<file path="config.mk">
export PLATFORM = sky130hd
export DESIGN_NAME = integer_to_ascii_formatter_core_flat
export DESIGN_NICKNAME = d
export VERILOG_FILES = /design/src/rtl/i2a_pkg.sv /design/src/rtl/i2a_if.sv /design/src/rtl/i2a_conv.sv /design/src/rtl/i2a_emit.sv /design/src/rtl/integer_to_ascii_formatter_core.sv /design/src/flat_wrapper.sv
export SDC_FILE = /design/constraint.sdc
export NUM_CORES = 1
export LEC_CHECK = 0
export ABC_AREA = 0
export BUFFER_PORTS_ARGS = -buffer_cell sky130_fd_sc_hd__buf_2
export CAP_MARGIN = 20
export CORE_UTILIZATION = 55
export DETAILED_ROUTE_END_ITERATION = 10
export PLACE_DENSITY = 0.79
export SLEW_MARGIN = 10
export SYNTH_ARGS = -nofsm -noshare
export SYNTH_HDL_FRONTEND = slang
export SYNTH_SLANG_ARGS = --single-unit
</file>
<file path="constraint.sdc">
create_clock -name clk -period 6.88 [get_ports clk]
set_input_delay 2.064 -clock clk [delete_from_list [all_inputs] [get_ports clk]]
set_output_delay 2.064 -clock clk [all_outputs]
set_load 0.02 [all_outputs]
</file>
<file path="src/rtl/i2a_pkg.sv">
// Shared types, constants and helpers of the integer-to-ASCII formatter.
// Depends on nothing; every other file of the block imports it.
package i2a_pkg;

    // Fixed payload widths of the number and text channels
    localparam int FUNC_W  = 2;
    localparam int VALUE_W = 64;
    localparam int WIDTH_W = 6;
    localparam int CHAR_W  = 7;

    // Mode codes on func; bit 1 set selects pointer mode
    localparam logic [FUNC_W-1:0] FUNC_DEC = 2'd0;
    localparam logic [FUNC_W-1:0] FUNC_HEX = 2'd1;
    localparam logic [FUNC_W-1:0] FUNC_PTR = 2'd2;

    // Field width used by pointer mode when none is requested
    localparam logic [WIDTH_W-1:0] PTR_DEFAULT_WIDTH = 6'd8;

    // ASCII codes
    localparam logic [CHAR_W-1:0] CH_ZERO    = 7'h30;
    localparam logic [CHAR_W-1:0] CH_SPACE   = 7'h20;
    localparam logic [CHAR_W-1:0] CH_A_LOWER = 7'h61;
    localparam logic [CHAR_W-1:0] CH_MINUS   = 7'h2d;
    localparam logic [CHAR_W-1:0] CH_X_LOWER = 7'h78;

    // Control part of a converted number, passed from converter to emitter
    typedef struct packed {
        logic               is_hex;
        logic               is_ptr;
        logic               neg;
        logic [WIDTH_W-1:0] width;
    } job_ctrl_t;

    // Map one digit nibble (BCD or hex) to its lowercase ASCII character
    function automatic logic [CHAR_W-1:0] digit_char(input logic [3:0] d);
        logic [CHAR_W-1:0] c;
        if (d < 4'd10)
        begin
            c = CH_ZERO + CHAR_W'(d);
        end
        else
        begin
            c = CH_A_LOWER + CHAR_W'(d - 4'd10);
        end
        return c;
    endfunction

endpackage

</file>
<file path="src/rtl/i2a_if.sv">
// Valid/ready channel interfaces of the formatter: numbers in, characters out.
// Depends on i2a_pkg for the payload widths.
interface i2a_num_if import i2a_pkg::*; ();
    logic               valid;
    logic               ready;
    logic [FUNC_W-1:0]  func;
    logic [VALUE_W-1:0] value;
    logic [WIDTH_W-1:0] width;
    logic               width_given;

    modport source (output valid, func, value, width, width_given, input ready);
    modport sink   (input valid, func, value, width, width_given, output ready);
endinterface

interface i2a_text_if import i2a_pkg::*; ();
    logic              valid;
    logic              ready;
    logic [CHAR_W-1:0] char_out;
    logic              last;

    modport source (output valid, char_out, last, input ready);
    modport sink   (input valid, char_out, last, output ready);
endinterface

</file>
<file path="src/rtl/i2a_conv.sv">
// Converter: takes a number transfer, builds its digit nibbles with a shared
// shift-and-add-3 unit (decimal) or a direct load (hex), then finds the digit count.
// Depends on i2a_pkg and i2a_num_if.
module i2a_conv import i2a_pkg::*;
#(
    parameter int VALUE_BITS = 64,
    parameter int MAX_WIDTH  = 62
)
(
    input  logic                            clk,
    input  logic                            rst_n,
    i2a_num_if.sink                         number,
    output logic                            job_valid,
    input  logic                            job_ready,
    output job_ctrl_t                       job_ctrl,
    output logic [4*((VALUE_BITS*302)/1000+1)-1:0]         job_digits,
    output logic [$clog2((VALUE_BITS*302)/1000+2)-1:0]     job_nd
);

    localparam int NDIG  = (VALUE_BITS * 302) / 1000 + 1;
    localparam int DIG_W = 4 * NDIG;
    localparam int POS_W = $clog2(NDIG);
    localparam int ND_W  = $clog2(NDIG + 1);
    localparam int CNT_W = $clog2(VALUE_BITS);

    typedef enum logic [3:0] {
        C_IDLE  = 4'b0001,
        C_SHIFT = 4'b0010,
        C_SCAN  = 4'b0100,
        C_HAND  = 4'b1000
    } conv_state_t;

    conv_state_t             state_reg, state_next;
    logic [DIG_W-1:0]        dig_reg, dig_next;
    logic [VALUE_BITS-1:0]   mag_reg, mag_next;
    logic [CNT_W-1:0]        cnt_reg, cnt_next;
    logic [POS_W-1:0]        pos_reg, pos_next;
    logic [ND_W-1:0]         nd_reg, nd_next;
    job_ctrl_t               ctrl_reg, ctrl_next;

    logic                    in_xfer;
    logic [VALUE_BITS-1:0]   in_v;
    logic                    in_ptr;
    logic                    in_hex;
    logic                    in_neg;
    logic [WIDTH_W-1:0]      in_w;
    logic [DIG_W-1:0]        dig_adj;
    logic [3:0]              dig_sel;
    logic                    bcd_ok;

    assign number.ready = (state_reg == C_IDLE);
    assign in_xfer      = number.valid && number.ready;

    // Decode the incoming transfer
    always_comb
    begin
        in_v   = number.value[VALUE_BITS-1:0];
        in_ptr = number.func[1];
        in_hex = (number.func == FUNC_HEX) || in_ptr;
        in_neg = !in_hex && in_v[VALUE_BITS-1];
        if (!number.width_given)
        begin
            in_w = in_ptr ? PTR_DEFAULT_WIDTH : '0;
        end
        else
        begin
            in_w = number.width;
        end
        if (in_w > WIDTH_W'(MAX_WIDTH))
        begin
            in_w = WIDTH_W'(MAX_WIDTH);
        end
    end

    // Shared double-dabble unit: add 3 to every digit of 5 or more
    always_comb
    begin
        for (int i = 0; i < NDIG; i++)
        begin
            if (dig_reg[4*i +: 4] >= 4'd5)
            begin
                dig_adj[4*i +: 4] = dig_reg[4*i +: 4] + 4'd3;
            end
            else
            begin
                dig_adj[4*i +: 4] = dig_reg[4*i +: 4];
            end
        end
    end

    // Digit under the scan pointer
    assign dig_sel = dig_reg[{pos_reg, 2'b00} +: 4];

    // Sequencer
    always_comb
    begin
        state_next = state_reg;
        dig_next   = dig_reg;
        mag_next   = mag_reg;
        cnt_next   = cnt_reg;
        pos_next   = pos_reg;
        nd_next    = nd_reg;
        ctrl_next  = ctrl_reg;
        unique case (state_reg)
            C_IDLE:
            begin
                if (in_xfer)
                begin
                    ctrl_next.is_hex = in_hex;
                    ctrl_next.is_ptr = in_ptr;
                    ctrl_next.neg    = in_neg;
                    ctrl_next.width  = in_w;
                    pos_next         = POS_W'(NDIG - 1);
                    cnt_next         = CNT_W'(VALUE_BITS - 1);
                    if (in_hex)
                    begin
                        dig_next   = DIG_W'(in_v);
                        state_next = C_SCAN;
                    end
                    else
                    begin
                        dig_next   = '0;
                        mag_next   = in_neg ? (VALUE_BITS'(0) - in_v) : in_v;
                        state_next = C_SHIFT;
                    end
                end
            end
            C_SHIFT:
            begin
                // Adjust, then shift in the next magnitude bit
                dig_next = {dig_adj[DIG_W-2:0], mag_reg[VALUE_BITS-1]};
                mag_next = {mag_reg[VALUE_BITS-2:0], 1'b0};
                cnt_next = cnt_reg - 1'b1;
                if (cnt_reg == '0)
                begin
                    state_next = C_SCAN;
                end
            end
            C_SCAN:
            begin
                // Drop leading zero digits, keep at least one
                if (dig_sel == 4'd0 && pos_reg != '0)
                begin
                    pos_next = pos_reg - 1'b1;
                end
                else
                begin
                    nd_next    = ND_W'(pos_reg) + 1'b1;
                    state_next = C_HAND;
                end
            end
            C_HAND:
            begin
                if (job_ready)
                begin
                    state_next = C_IDLE;
                end
            end
            default:
            begin
                state_next = C_IDLE;
            end
        endcase
    end

    always_ff @(posedge clk or negedge rst_n)
    begin
        if (!rst_n)
        begin
            state_reg <= C_IDLE;
        end
        else
        begin
            state_reg <= state_next;
        end
    end

    always_ff @(posedge clk)
    begin
        dig_reg  <= dig_next;
        mag_reg  <= mag_next;
        cnt_reg  <= cnt_next;
        pos_reg  <= pos_next;
        nd_reg   <= nd_next;
        ctrl_reg <= ctrl_next;
    end

    assign job_valid  = (state_reg == C_HAND);
    assign job_ctrl   = ctrl_reg;
    assign job_digits = dig_reg;
    assign job_nd     = nd_reg;

    // All digits are proper BCD once decimal conversion is done
    always_comb
    begin
        bcd_ok = 1'b1;
        for (int i = 0; i < NDIG; i++)
        begin
            if (dig_reg[4*i +: 4] > 4'd9)
            begin
                bcd_ok = 1'b0;
            end
        end
    end

    a_shift_runs: assert property (@(posedge clk) disable iff (!rst_n)
        (state_reg == C_SHIFT && cnt_reg != '0) |=> state_reg == C_SHIFT)
        else $error("conversion left the shift loop early");

    a_scan_skips_zero: assert property (@(posedge clk) disable iff (!rst_n)
        (state_reg == C_SCAN && dig_sel == 4'd0 && pos_reg != '0) |=> state_reg == C_SCAN)
        else $error("scan stopped on a leading zero digit");

    a_bcd_digits: assert property (@(posedge clk) disable iff (!rst_n)
        (state_reg == C_SCAN && !ctrl_reg.is_hex) |-> bcd_ok)
        else $error("decimal conversion produced a digit above nine");

endmodule

</file>
<file path="src/rtl/i2a_emit.sv">
// Emitter: walks prefix, padding, sign and digits of one converted number and
// sends one character per text transfer through an output register.
// Depends on i2a_pkg and i2a_text_if.
module i2a_emit import i2a_pkg::*;
#(
    parameter int VALUE_BITS = 64
)
(
    input  logic                                           clk,
    input  logic                                           rst_n,
    input  logic                                           job_valid,
    output logic                                           job_ready,
    input  job_ctrl_t                                      job_ctrl,
    input  logic [4*((VALUE_BITS*302)/1000+1)-1:0]         job_digits,
    input  logic [$clog2((VALUE_BITS*302)/1000+2)-1:0]     job_nd,
    i2a_text_if.source                                     text
);

    localparam int NDIG   = (VALUE_BITS * 302) / 1000 + 1;
    localparam int DIG_W  = 4 * NDIG;
    localparam int POS_W  = $clog2(NDIG);
    localparam int BODY_W = WIDTH_W + 1;

    typedef enum logic [5:0] {
        E_IDLE  = 6'b000001,
        E_PFX0  = 6'b000010,
        E_PFX1  = 6'b000100,
        E_PAD   = 6'b001000,
        E_SIGN  = 6'b010000,
        E_DIGIT = 6'b100000
    } emit_state_t;

    emit_state_t          state_reg, state_next;
    logic [DIG_W-1:0]     dig_reg, dig_next;
    logic [POS_W-1:0]     pos_reg, pos_next;
    logic [WIDTH_W-1:0]   pad_reg, pad_next;
    job_ctrl_t            ctrl_reg, ctrl_next;
    logic                 ovalid_reg, ovalid_next;
    logic [CHAR_W-1:0]    char_reg, char_next;
    logic                 last_reg, last_next;

    logic                 job_xfer;
    logic [BODY_W-1:0]    body;
    logic [BODY_W-1:0]    wide;
    logic [WIDTH_W-1:0]   job_pad;
    logic                 adv;
    logic [CHAR_W-1:0]    cur_char;
    logic                 cur_last;

    assign job_ready = (state_reg == E_IDLE);
    assign job_xfer  = job_valid && job_ready;

    // Padding = requested width minus sign and digits, if positive
    always_comb
    begin
        body = BODY_W'(job_nd) + BODY_W'(job_ctrl.neg);
        wide = {1'b0, job_ctrl.width};
        if (wide > body)
        begin
            job_pad = WIDTH_W'(wide - body);
        end
        else
        begin
            job_pad = '0;
        end
    end

    // Advance when a character can move into the output register
    assign adv = (state_reg != E_IDLE) && (!ovalid_reg || text.ready);

    // Character of the current step
    always_comb
    begin
        cur_last = 1'b0;
        unique case (state_reg)
            E_PFX0:  cur_char = CH_ZERO;
            E_PFX1:  cur_char = CH_X_LOWER;
            E_PAD:   cur_char = ctrl_reg.is_hex ? CH_ZERO : CH_SPACE;
            E_SIGN:  cur_char = CH_MINUS;
            E_DIGIT:
            begin
                cur_char = digit_char(dig_reg[{pos_reg, 2'b00} +: 4]);
                cur_last = (pos_reg == '0);
            end
            default: cur_char = CH_SPACE;
        endcase
    end

    // Step sequencer
    always_comb
    begin
        state_next = state_reg;
        dig_next   = dig_reg;
        pos_next   = pos_reg;
        pad_next   = pad_reg;
        ctrl_next  = ctrl_reg;
        unique case (state_reg)
            E_IDLE:
            begin
                if (job_xfer)
                begin
                    dig_next  = job_digits;
                    pos_next  = POS_W'(job_nd - 1'b1);
                    pad_next  = job_pad;
                    ctrl_next = job_ctrl;
                    if (job_ctrl.is_ptr)
                    begin
                        state_next = E_PFX0;
                    end
                    else if (job_pad != '0)
                    begin
                        state_next = E_PAD;
                    end
                    else if (job_ctrl.neg)
                    begin
                        state_next = E_SIGN;
                    end
                    else
                    begin
                        state_next = E_DIGIT;
                    end
                end
            end
            E_PFX0:
            begin
                if (adv)
                begin
                    state_next = E_PFX1;
                end
            end
            E_PFX1:
            begin
                if (adv)
                begin
                    if (pad_reg != '0)
                    begin
                        state_next = E_PAD;
                    end
                    else if (ctrl_reg.neg)
                    begin
                        state_next = E_SIGN;
                    end
                    else
                    begin
                        state_next = E_DIGIT;
                    end
                end
            end
            E_PAD:
            begin
                if (adv)
                begin
                    pad_next = pad_reg - 1'b1;
                    if (pad_reg == WIDTH_W'(1))
                    begin
                        state_next = ctrl_reg.neg ? E_SIGN : E_DIGIT;
                    end
                end
            end
            E_SIGN:
            begin
                if (adv)
                begin
                    state_next = E_DIGIT;
                end
            end
            E_DIGIT:
            begin
                if (adv)
                begin
                    if (pos_reg == '0)
                    begin
                        state_next = E_IDLE;
                    end
                    else
                    begin
                        pos_next = pos_reg - 1'b1;
                    end
                end
            end
            default:
            begin
                state_next = E_IDLE;
            end
        endcase
    end

    // Output register: load on advance, drop valid once transferred
    always_comb
    begin
        ovalid_next = ovalid_reg;
        char_next   = char_reg;
        last_next   = last_reg;
        if (adv)
        begin
            ovalid_next = 1'b1;
            char_next   = cur_char;
            last_next   = cur_last;
        end
        else if (text.ready)
        begin
            ovalid_next = 1'b0;
        end
    end

    always_ff @(posedge clk or negedge rst_n)
    begin
        if (!rst_n)
        begin
            state_reg  <= E_IDLE;
            ovalid_reg <= 1'b0;
        end
        else
        begin
            state_reg  <= state_next;
            ovalid_reg <= ovalid_next;
        end
    end

    always_ff @(posedge clk)
    begin
        dig_reg  <= dig_next;
        pos_reg  <= pos_next;
        pad_reg  <= pad_next;
        ctrl_reg <= ctrl_next;
        char_reg <= char_next;
        last_reg <= last_next;
    end

    assign text.valid    = ovalid_reg;
    assign text.char_out = char_reg;
    assign text.last     = last_reg;

    a_last_ends: assert property (@(posedge clk) disable iff (!rst_n)
        (adv && cur_last) |=> state_reg == E_IDLE)
        else $error("emitter kept running after the last character");

    a_pad_runs: assert property (@(posedge clk) disable iff (!rst_n)
        (state_reg == E_PAD && adv && pad_reg != WIDTH_W'(1)) |=> state_reg == E_PAD)
        else $error("padding ended before its count ran out");

    a_job_starts: assert property (@(posedge clk) disable iff (!rst_n)
        job_xfer |=> state_reg != E_IDLE)
        else $error("accepted number produced no characters");

endmodule

</file>
<file path="src/rtl/integer_to_ascii_formatter_core.sv">
// Integer-to-ASCII formatter, top level: converter feeding the character emitter.
// Depends on i2a_pkg, i2a_if, i2a_conv and i2a_emit.
//
// Each number transfer yields 1 to 64 character transfers, most significant
// first, with last set on the final one. A decimal number is accepted, passes
// all VALUE_BITS magnitude bits through the shared shift-and-add-3 unit, then
// the leading-zero scan over up to NDIG digits (20 at 64 bits), and is then
// handed off; hex and pointer skip the shift loop. The emitter then sends
// one character per cycle while the text side is ready. The converter takes
// the next number as soon as it has handed off the previous one, so
// conversion overlaps emission.
module integer_to_ascii_formatter_core import i2a_pkg::*;
#(
    parameter int VALUE_BITS = 64,
    parameter int MAX_WIDTH  = 62
)
(
    input  logic        clk,
    input  logic        rst_n,
    i2a_num_if.sink     number,
    i2a_text_if.source  text
);

    localparam int NDIG = (VALUE_BITS * 302) / 1000 + 1;
    localparam int ND_W = $clog2(NDIG + 1);

    logic               job_valid;
    logic               job_ready;
    job_ctrl_t          job_ctrl;
    logic [4*NDIG-1:0]  job_digits;
    logic [ND_W-1:0]    job_nd;

    // Digit conversion
    i2a_conv #(
        .VALUE_BITS (VALUE_BITS),
        .MAX_WIDTH  (MAX_WIDTH)
    ) u_conv (
        .clk        (clk),
        .rst_n      (rst_n),
        .number     (number),
        .job_valid  (job_valid),
        .job_ready  (job_ready),
        .job_ctrl   (job_ctrl),
        .job_digits (job_digits),
        .job_nd     (job_nd)
    );

    // Character output
    i2a_emit #(
        .VALUE_BITS (VALUE_BITS)
    ) u_emit (
        .clk        (clk),
        .rst_n      (rst_n),
        .job_valid  (job_valid),
        .job_ready  (job_ready),
        .job_ctrl   (job_ctrl),
        .job_digits (job_digits),
        .job_nd     (job_nd),
        .text       (text)
    );

endmodule
</file>
<file path="src/flat_wrapper.sv">
// flat-port wrapper written by rule: the top's interface ports become plain ports
module integer_to_ascii_formatter_core_flat import i2a_pkg::*;
#(
    parameter int VALUE_BITS = 64,
    parameter int MAX_WIDTH  = 62
)
  (clk, rst_n, number_valid, number_func, number_value, number_width, number_width_given, number_ready, text_valid, text_char_out, text_last, text_ready);
  i2a_num_if number_i ();
  i2a_text_if text_i ();
  input  logic clk;
  input  logic rst_n;
  input wire logic [$bits(number_i.valid)-1:0] number_valid;
  input wire logic [$bits(number_i.func)-1:0] number_func;
  input wire logic [$bits(number_i.value)-1:0] number_value;
  input wire logic [$bits(number_i.width)-1:0] number_width;
  input wire logic [$bits(number_i.width_given)-1:0] number_width_given;
  output wire logic [$bits(number_i.ready)-1:0] number_ready;
  output wire logic [$bits(text_i.valid)-1:0] text_valid;
  output wire logic [$bits(text_i.char_out)-1:0] text_char_out;
  output wire logic [$bits(text_i.last)-1:0] text_last;
  input wire logic [$bits(text_i.ready)-1:0] text_ready;
  assign number_i.valid = number_valid;
  assign number_i.func = number_func;
  assign number_i.value = number_value;
  assign number_i.width = number_width;
  assign number_i.width_given = number_width_given;
  assign number_ready = number_i.ready;
  assign text_valid = text_i.valid;
  assign text_char_out = text_i.char_out;
  assign text_last = text_i.last;
  assign text_i.ready = text_ready;
  integer_to_ascii_formatter_core #(.VALUE_BITS(VALUE_BITS), .MAX_WIDTH(MAX_WIDTH)) u_core (.clk(clk), .rst_n(rst_n), .number(number_i), .text(text_i));
endmodule
</file>
Word level (Yosys, flattened, before mapping) --
Cells that the tools add are included.
Storage, ports and cells: input bits 77, latch bits 0, memory bits (read-only) 0, logic and storage cells 202, output and inout port bits 10, bits in writable memories 0, memories kept 0, bits in registers 281
Cells by class: reduce and logical (&&, ||, !) cells 30, add/subtract/negate cells 32, multiplexer cells 67, bitwise operators 1, $mul 0, shifts and indexed selects 2, eq/ne operators 28, magnitude comparators 23, div/mod/pow operators 0
Operator list (count):
- $mux 64 | 4
- $pmux 80 s2 | 1
- $shiftx 80x8->4 | 2
- $pmux 64 s2 | 1
- $mux 6 | 18
- $mux 4 | 24
- $ge 4x3->1 const B | 20
- $mux 80 | 1
- $add 4x2->4 const B | 19
- $sub 1x64->64 const A | 1
- $pmux 6 s6 | 1
- $pmux 7 s5 | 1
- $mux 5 | 6
- $ne 2x2->1 const B | 12
- $pmux 6 s2 | 2
- $pmux 5 s2 | 2
- $pmux 4 s4 | 1
- $sub 5x1->5 const B | 3
- $eq 6x1->1 const B | 2
- $reduce_bool 6->1 | 2
- $sub 6x1->6 const B | 2
- $reduce_bool 2->1 | 5
- $reduce_and 3->1 | 3
- $reduce_and 2->1 | 4
- other kinds (35) | 46

Depth between registers and ports, before layout --
Gate-level depths: netlist of the first run.
word-level depth 8, mapped depth 13, depth with buffers taken out 12

Hierarchy --
A second synthesis of the first run with hierarchy kept.
Second synthesis, totals: cell total of the unflattened synthesis 1482, area total of the unflattened synthesis 16019.1 um^2
By module, submodules not included:
- i2a_conv | sequential area each 5176.2 um^2, area an instance 10807.9 um^2, times used 1, cells each 1112
- i2a_emit | sequential area each 3209.3 um^2, area an instance 5211.2 um^2, times used 1, cells each 370

Worst setup path before layout of the first run --
No wires, ideal clock.
path kind input -> register, start point input number_func[1], end point register u_core.u_conv.mag_reg[0], enable pin, setup slack -0.985 ns, setup time 0.575 ns, data required time 6.305 ns, path buffers 2, stages on the path 5, data arrival time 7.290 ns, cell sequence nor2_1 > inv_1 > clkbuf_1 > clkbuf_1 > o21ai_0
On the way: word-level cells in the longest chain between the ends 4
RTL lines:
- start, declared | line flat_wrapper.sv:13 | input wire logic [$bits(number_i.func)-1:0] number_func;
- $eq 2x1->1 | line i2a_conv.sv:59 | in_hex = (number.func == FUNC_HEX) || in_ptr;
- $logic_or 1x1->1 * | line i2a_conv.sv:59
- $ne 2x2->1 (no source line) *
- $reduce_and 3->1 (no source line) *
- end signal, assigned | line i2a_conv.sv:181 | mag_reg <= mag_next;
- end, declared | line i2a_conv.sv:35 | logic [VALUE_BITS-1:0] mag_reg, mag_next;
Mark *: on every way between the ends. The rest lies on a longest branch, timed or not. A chain may end at the register's enable or synchronous reset.

Worst setup path after layout of the first run --
start point input number_value[5], end point register u_core.u_conv.mag_reg[53], data pin
On the way: word-level cells in the longest chain between the ends 5
RTL lines:
- start, declared | line flat_wrapper.sv:14 | input wire logic [$bits(number_i.value)-1:0] number_value;
- $sub 1x64->64 | line i2a_conv.sv:123 | mag_next = in_neg ? (VALUE_BITS'(0) - in_v) : in_v;
- $mux 64 | line i2a_conv.sv:123
- $mux 64 | line i2a_conv.sv:115 | if (in_hex)
- $mux 64 | line i2a_conv.sv:107 | if (in_xfer)
- $pmux 64 s2 | line i2a_conv.sv:104 | unique case (state_reg)
- net u_core.u_conv.mag_next[53] | line i2a_conv.sv:35
The timed path passes the listed nets, and every way through them passes these cells. The select of a mux whose other input is x is not followed.

==> results summary, run 1 <==
The overall die area came out at 29,300 um^2. The analysis attributes to net switching a power of 0.00177 W. The total vias in the final route is 11,451. The number of warnings issued by yosys came out at 0. The number of detailed-routing iterations run before antenna repair is 6. The required time at the worst-slack endpoint came out at 7.18 ns. The core area came out at 27,900 um^2. The final layout contains routed wiring with a total length of 34,800 um. Among all flip-flop cells after synthesis, the most frequent one is edfxtp_1. The worst-case IR drop observed on VDD is 0.000213 V.

The cell family with the largest share of critical-path delay is simple AND/OR/NAND/NOR gates. The worst setup path is captured at a flip-flop. The data arrival time of the critical path is 4.93 ns. The die boundary height came out at 171 um. Measured along the x axis, the die boundary spans 171 um. The worst-margin pin slew is 1.04 ns. Setup repair after global routing left no endpoint under its margin. The total CTS buffers came out at 30.

The max-slew violation count came out at 0. The fmax came out at 216 MHz. After clock tree synthesis, the clock-pin slew on the worst setup and hold paths is 0.06 ns. The startpoint identified for the worst hold timing path is u_core.u_conv.job_ctrl[8]. The worst hold path belongs to the class reg -> reg. The final antenna-violating net count is 0. In this run the critical register-to-register path is launched from u_core.u_conv.state_reg[0].

The flow ran to the end, and the final reports show no timing, DRC or antenna violations. For the final database, setup skew stands at 0.0451 ns. The maximum fanout along the worst path is 7.

The clock network is responsible for 29.2% of the overall power. The analysis attributes to cell leakage a power of 6.19 nW. The latest clock arrival within the worst-skew pair is 0.58 ns. The synthesized area is 15,700 um^2. The number of H-tree levels came out at 1. The fraction of final layout cells sized beyond drive strength 1 came out at 11.8%. The congestion estimate from routability-driven global placement came to 0.861. The area growth from synthesis to layout is 11.0%. Setup violations remaining at the end of the flow were counted as 0. The wire length of the first global-routing pass is 56,000 um. After clock tree synthesis, the setup repair step added 0 buffers. The accumulated negative setup slack is 0 ns.

The part of the Yosys area used for sequential elements is 53.3%. The layout has 2,185 filler cells. The mean post-synth cell area is 10.8 um^2.

The number of flops mapped to enable cells by yosys came out at 270. The ratio of final minimum period to clock period is 67.2%. The final cell area excluding filler cells is 17,500 um^2.

The worst slack at placement came out at 1.76 ns. The combined buffer and inverter count along the critical path came out at 1. The number of antenna diodes in the final layout is 0.

Counting flops with an async set or reset pin after synthesis yields a share of 3.91%. The number of clock sinks is 281. The smallest setup slack after layout is 2.26 ns. The total track usage came out at 24.2%. The power after layout is 0.00549 W.

The clock tree buffer depth came out at 3. The gate count of the mapped netlist came out at 1,453. The combinational power share came out at 24.7%. The count of distinct cell types in the synthesized netlist came out at 68. The number of antenna violations at the first check in global routing came to 0. Once placement finished, the instance area stood at 16,500 um^2. In this design, the stage delay of the slowest critical-path cell is 0.70 ns. Headroom to the max-slew limit came out at 29.7%. At the end of the flow, the number of nets in the layout was 1,655. The DRC violation count after routing came out at 0. The number of nets produced by synthesis is 1,591. The top cell types in the final layout, fill and taps aside, are edfxtp_1, o21ai_0, a21oi_1. The number of buffers added on ports is 86.

The floorplan has 61 rows. The count of pins on the block boundary is 87. The global route total overflow is 0. The HPWL after detailed placement is 24,100 um. The max-capacitance violation count is 0. In this run, synthesis produced a sequential element count of 281. The mean number of vias per cell came out at 5.98. CTS placed an instance of clkbuf_16 at the clock tree root. The final critical delay including setup and external delays came out at 4.62 ns. The worst setup path is launched from an input pin. In the final routed layout, each cell accounts on average for 18.2 um. In this run the power density over the cells is 315 nW/um^2.

The switching power as a share of total power is 32.2%. Tracing the worst setup path back leads to its startpoint at number_value[5]. Post-CTS repair changed the size of 0 cells. The critical path is of the in -> reg type.

The detailed router finished its first iteration with 1,140 violations. The standard cell with the maximum stage delay on the critical path is nor4_1. The largest net degree at the start of global routing came out at 95. Traced cell by cell, the critical path runs through buf_2 -> or4_1 -> nor4_1 -> nand4_1 -> nor3_1 -> a31oi_1 -> xnor2_1 -> o21ai_0. The via count of the first global-routing pass was 10,841. The initial core utilization came out at 56.3%. TritonCTS built the clock tree. The final hold violation count came out at 0. The internal power came out at 0.00372 W. The hold buffer count at cts is 0. The library cell used most frequently in the layout, excluding fill and tap cells, is edfxtp_1.

Per report_power, the sequential group accounts for 46.0% of the total.
-- per-layer routing --
layer	part of all wire (%)	global-route usage (%)	up-vias
met4	3.0	7.96	0
met5	0	0	-
li1	-	-	5511
met2	47	39.1	426
met1	44	34.1	5440
met3	5.7	2.82	74
-- area by class of cell --
type                            instances  area [um^2]  share of cell area [%]
Sequential cell                       281         8390                    48.0
Timing Repair Buffer                   96          505                    2.89
Clock buffer                           32          758                    4.34
Clock inverter                         20          225                    1.29
Multi-Input combinational cell       1031         6830                    39.1
Tap cell                              378          473                    2.71
Inverter                               77          289                    1.65
-- through the flow --
stage	std cells	util, %	hold WS [ns]
after floorplan	1453	-	0.400
after global routing	1915	62.5	0.432
final	1915	62.5	0.428
after detailed placement	1863	59.0	0.412
after CTS	1915	62.5	0.422
after global placement	1863	59.0	0.409
-- cell usage after synthesis (4+ instances only) --
| cell | n | share of area (%) |
|---|---|---|
| edfxtp_1 | 270 | 52 |
| o21ai_0 | 157 | 5.0 |
| a21oi_1 | 115 | 3.7 |
| nand2_1 | 104 | 2.5 |
| nor2_1 | 99 | 2.4 |
| nand3_1 | 89 | 2.8 |
| inv_1 | 77 | 1.8 |
| xnor2_1 | 74 | 4.1 |
| ha_1 | 60 | 4.8 |
| xor2_1 | 45 | 2.5 |
| clkbuf_1 | 43 | 1.0 |
| nand2b_1 | 31 | 1.2 |
| nor3_1 | 30 | 0.95 |
| o31ai_1 | 26 | 1.2 |
| nor4_1 | 25 | 0.99 |
| mux4_2 | 22 | 3.1 |
| nor3b_1 | 21 | 1.0 |
| buf_1 | 15 | 0.36 |
| and2_1 | 9 | 0.36 |
| dfrtp_1 | 9 | 1.4 |
| a31oi_1 | 8 | 0.32 |
| or3_1 | 8 | 0.32 |
| or4_1 | 8 | 0.38 |
| nor2b_1 | 7 | 0.28 |
| and3_1 | 6 | 0.24 |
| mux2i_1 | 6 | 0.38 |
| a22o_1 | 5 | 0.28 |
| nand4_1 | 5 | 0.20 |
| nor4b_1 | 5 | 0.28 |
| o211ai_1 | 5 | 0.24 |
| o31a_1 | 4 | 0.22 |
-- power groups by stage --
| stage | Clock [W] | Sequential, W | Combinational (W) |
|---|---|---|---|
| floorplan | 0 | 0.00249 | 0.00101 |
| global placement | 0 | 0.00253 | 0.00129 |
| detailed placement | 0 | 0.00255 | 0.00134 |
| CTS | 0.00163 | 0.00252 | 0.00136 |
| global route | 0.00169 | 0.00256 | 0.00152 |
| finish | 0.00161 | 0.00253 | 0.00136 |
-- worst paths after layout --
path / to / slack [ns] / cells past startpoint
worst min-delay path: u_core.u_emit.ctrl_reg[8] / 0.43 / 0
max in group asynchronous: u_core.u_emit.state_reg[0] / 5.21 / 1
worst min register to register: u_core.u_emit.ctrl_reg[8] / 0.43 / 0
worst max-delay path: u_core.u_conv.mag_reg[53] / 2.26 / 8
min in group asynchronous: u_core.u_emit.state_reg[5] / 1.39 / 1
worst max register to register: u_core.u_conv.job_digits[39] / 3.44 / 4
-- cell families (layout without fill, tap and decap cells) --
logic type	count (synthesis)	in the layout	synth area share [%]
fa+ha+maj	61	61	4.90
buf+inv	141	225	3.51
flops	281	281	53.3
compound gates	350	350	12.6
xor+xnor	119	119	6.62
mux	30	30	3.67
simple gates	471	471	15.5
(Power assumes the default switching activity.)
==> run 2, diff against run 1 <==
- ABC_AREA: 0 -> 1
- clock period: 6.88 -> 4.32 ns (I/O delays scaled with it)
==> results summary, run 2 <==
The leakage power of the design came out at 7.70 nW. Internal power comes to 0.00623 W. The portion of total power attributed to the clock network came out at 25.2%. The post-synthesis async set-or-reset flop share came out at 3.91%.

The number of placed cells counting well taps is 2,408. Setup repair after global routing left no endpoint under its margin. The mux cell area share after synthesis is 0.0660%. The area fraction in compound gates after synthesis came out at 11.7%. Pin placement for this block handled 87 I/O pins.

The critical hold path startpoint is u_core.u_conv.job_digits[79]. Relative to the synthesized area, the layout overhead comes to 10.4%. The post-detailed-routing wire length is 44,600 um. TritonCTS built the clock tree.

The latest clock arrival within the worst-skew pair came out at 0.58 ns. The total area inside the core boundary comes to 30,600 um^2. The clock tree skew after final layout is 0.0175 ns. The top cell types in the final layout, fill and taps aside, are nand2_1, edfxtp_1, inv_1. The wire length of the first global-routing pass is 70,700 um. Leaving out fill and tap cells, the most frequent cell in the layout is nand2_1.

The max-capacitance violation count is 0. Yosys attributes the largest share of cell area to edfxtp_1, nand2_1, inv_1, nor2_1, ha_1. The root buffer cell chosen for the clock tree is clkbuf_16.

The number of endpoints failing setup at the final stage came out at 0. The share of total power in sequential cells came out at 41.2%. The worst-case register-to-register setup slack came out at 1.22 ns. The number of setup buffers added after CTS came out at 0. Gates resized during post-CTS repair numbered 0.

Across every metal layer, demand over resource in global routing totals 28.5%. The via count of the first global-routing pass is 13,484. The worst-margin pin slew came out at 0.906 ns.

The ratio of final minimum period to clock period is 71.8%. The data arrival time of the critical path came out at 3.43 ns. The clock-pin slew reported for the worst setup and hold paths after clock tree synthesis is 0.06 ns. The synthesized flop and latch total is 281. The share of the synthesized area in the top cell type came out at 47.5%. The number of nets produced by synthesis came out at 2,107. The DRC marker count from the first detailed-route iteration is 1,314. The floorplan die width is 178 um. The total CTS buffers came out at 29. The synthesized-area fraction occupied by xor and xnor cells came out at 3.44%. The worst-case IR drop observed on VDD is 0.000335 V. The initial core utilization is 55.8%. The category of the worst setup path capture point is a flip-flop. In the final layout, the share of cells above drive strength 1 is 11.5%.

The most used flip-flop cell after synthesis is edfxtp_1. Static timing analysis puts the maximum clock frequency at 322 MHz. The number of clock sinks came out at 281. The launch instance of the worst register-to-register path is u_core.u_emit.pos_reg[0].

The final weighted congestion in routability-driven placement came out at 1.01. The main combinational cell family by area after synthesis is simple AND/OR/NAND/NOR gates. Tracing the worst setup path back leads to its startpoint at u_core.u_emit.pos_reg[0].

The commonest cells after synthesis are nand2_1, edfxtp_1, inv_1. The mean post-synth cell area came out at 8.67 um^2. The count of placed standard cells in the final layout, fillers left out came out at 2,460. The count of nets left with antenna violations once routing finished came out at 0.

The number of antenna violations at the first check in global routing came out at 0. The placed wire-length estimate after detailed placement is 32,300 um. The largest net degree at the start of global routing is 120. The DRC violation count after routing is 0.

The accumulated negative setup slack is 0 ns. After detailed routing, the average wire length per cell comes to 18.1 um. Yosys instantiated no cell more often than nand2_1.

Synthesis produced a netlist whose cell count is 1,969. The die covers 31,700 um^2. The number of detailed-routing iterations run before antenna repair came out at 6. Row generation in the floorplan step produced 64 rows. Synthesis instantiated 66 different standard cells from the library.

The final critical delay including setup and external delays is 3.10 ns. Summed over all layers, the global routing overflow is 0. The number of H-tree levels came out at 1.

The hold buffer count at cts came out at 0. Along the worst path, the maximum fanout reaches 32. The total vias in the final route is 14,381. The net total in the final layout came out at 2,181.

The required time at the worst-slack endpoint is 4.65 ns. The final hold violation count is 0. The mean number of vias per cell came out at 5.85. For this design the total switching power over the nets is 0.00383 W. By startpoint and endpoint, the worst setup path is classified as reg -> reg. The die boundary height is 178 um. The worst min-delay path class is reg -> reg. The synthesized area came out at 17,100 um^2. The number of buffers added on ports came out at 86. The worst setup path is launched from a flip-flop.

The switching power as a share of total power came out at 38.0%. The number of warnings issued by yosys came out at 0. The max-slew violation count came out at 0.

The dominant cell type by area after synthesis is edfxtp_1. The clock tree buffer depth is 3. In this run, synthesis inferred 270 flip-flops with an integrated enable. Of the total synthesized cell area, the portion taken by AND, OR, NAND and NOR gates is 23.3%.

The run finished with clean final reports. The post-synthesis share of cell area spent on full adders, half adders and majority gates came out at 4.51%. The combinational power share came out at 33.6%.

Sequential elements use 49.1% of the synthesized area. The worst relative slew slack is 39.6%. The power density over the cells is 534 nW/um^2. The final antenna diode count came out at 0.
run 2: power by group through the flow:
stage | sequential, W | clock [W] | combinational, W
finish | 0.00414 | 0.00254 | 0.00338
detailed placement | 0.00418 | 0 | 0.00332
floorplan | 0.00408 | 0 | 0.00247
global placement | 0.00416 | 0 | 0.00317
global route | 0.00420 | 0.00264 | 0.00379
CTS | 0.00413 | 0.00255 | 0.00336
run 2: worst paths after layout:
kind	to	cells after the start
max	u_core.u_emit.text.char_out[4]	15
min	u_core.u_emit.dig_reg[79]	0
max reg2reg	u_core.u_emit.text.char_out[4]	15
min reg2reg	u_core.u_emit.dig_reg[79]	0
max in group asynchronous	u_core.u_conv.state_reg[0]	1
min in group asynchronous	u_core.u_emit.text.valid	1
run 2: routing by layer:
layer  GRT usage [%]  routed length (um)  part of all wire, %
met5               0                   0                    0
met4            9.85                1550                  3.5
met3            3.24                3630                  8.1
met2            47.6               21300                   48
met1            38.6               18100                   41
run 2: critical path, stage by stage (launching register included):
cell and delay [ns]:
edfxtp_1 0.61, buf_4 0.40, nand2_1 0.10, nand3_1 0.10, nand3_1 0.13, nand3_1 0.15, nand2_1 0.10, a21oi_2 0.25
ha_1 0.19, inv_1 0.04, ha_1 0.28, inv_1 0.05, nor3_1 0.22, nand2_1 0.10, nand3_1 0.07, nand2_1 0.06
run 2: layout make-up:
cell class / instances / area [um^2]
well taps: 396 / 495
clock buffers: 39 / 793
flip-flops and latches: 281 / 8390
repair buffers: 101 / 606
inverters: 272 / 1030
multi-input cells: 1358 / 7370
fillers: 2518 / 11700
clock inverters: 13 / 161
run 2: cell families after synthesis:
kind of cell,after synthesis
compound gates,342
xor+xnor,67
fa+ha+maj,61
buf+inv,330
flops,281
mux,1
simple gates,887
run 2: through the flow:
step	setup slack (ns)	hold WS, ns	utilization, %	total power (W)	instance area, um^2
floorplan	0.257	0.400	-	0.00655	17100
CTS	1.23	0.453	61.6	0.0100	18800
global placement	1.12	0.432	58.5	0.00733	17900
global route	0.889	0.459	61.6	0.0106	18800
finish	1.22	0.453	61.6	0.0101	18800
detailed placement	1.07	0.439	58.5	0.00750	17900
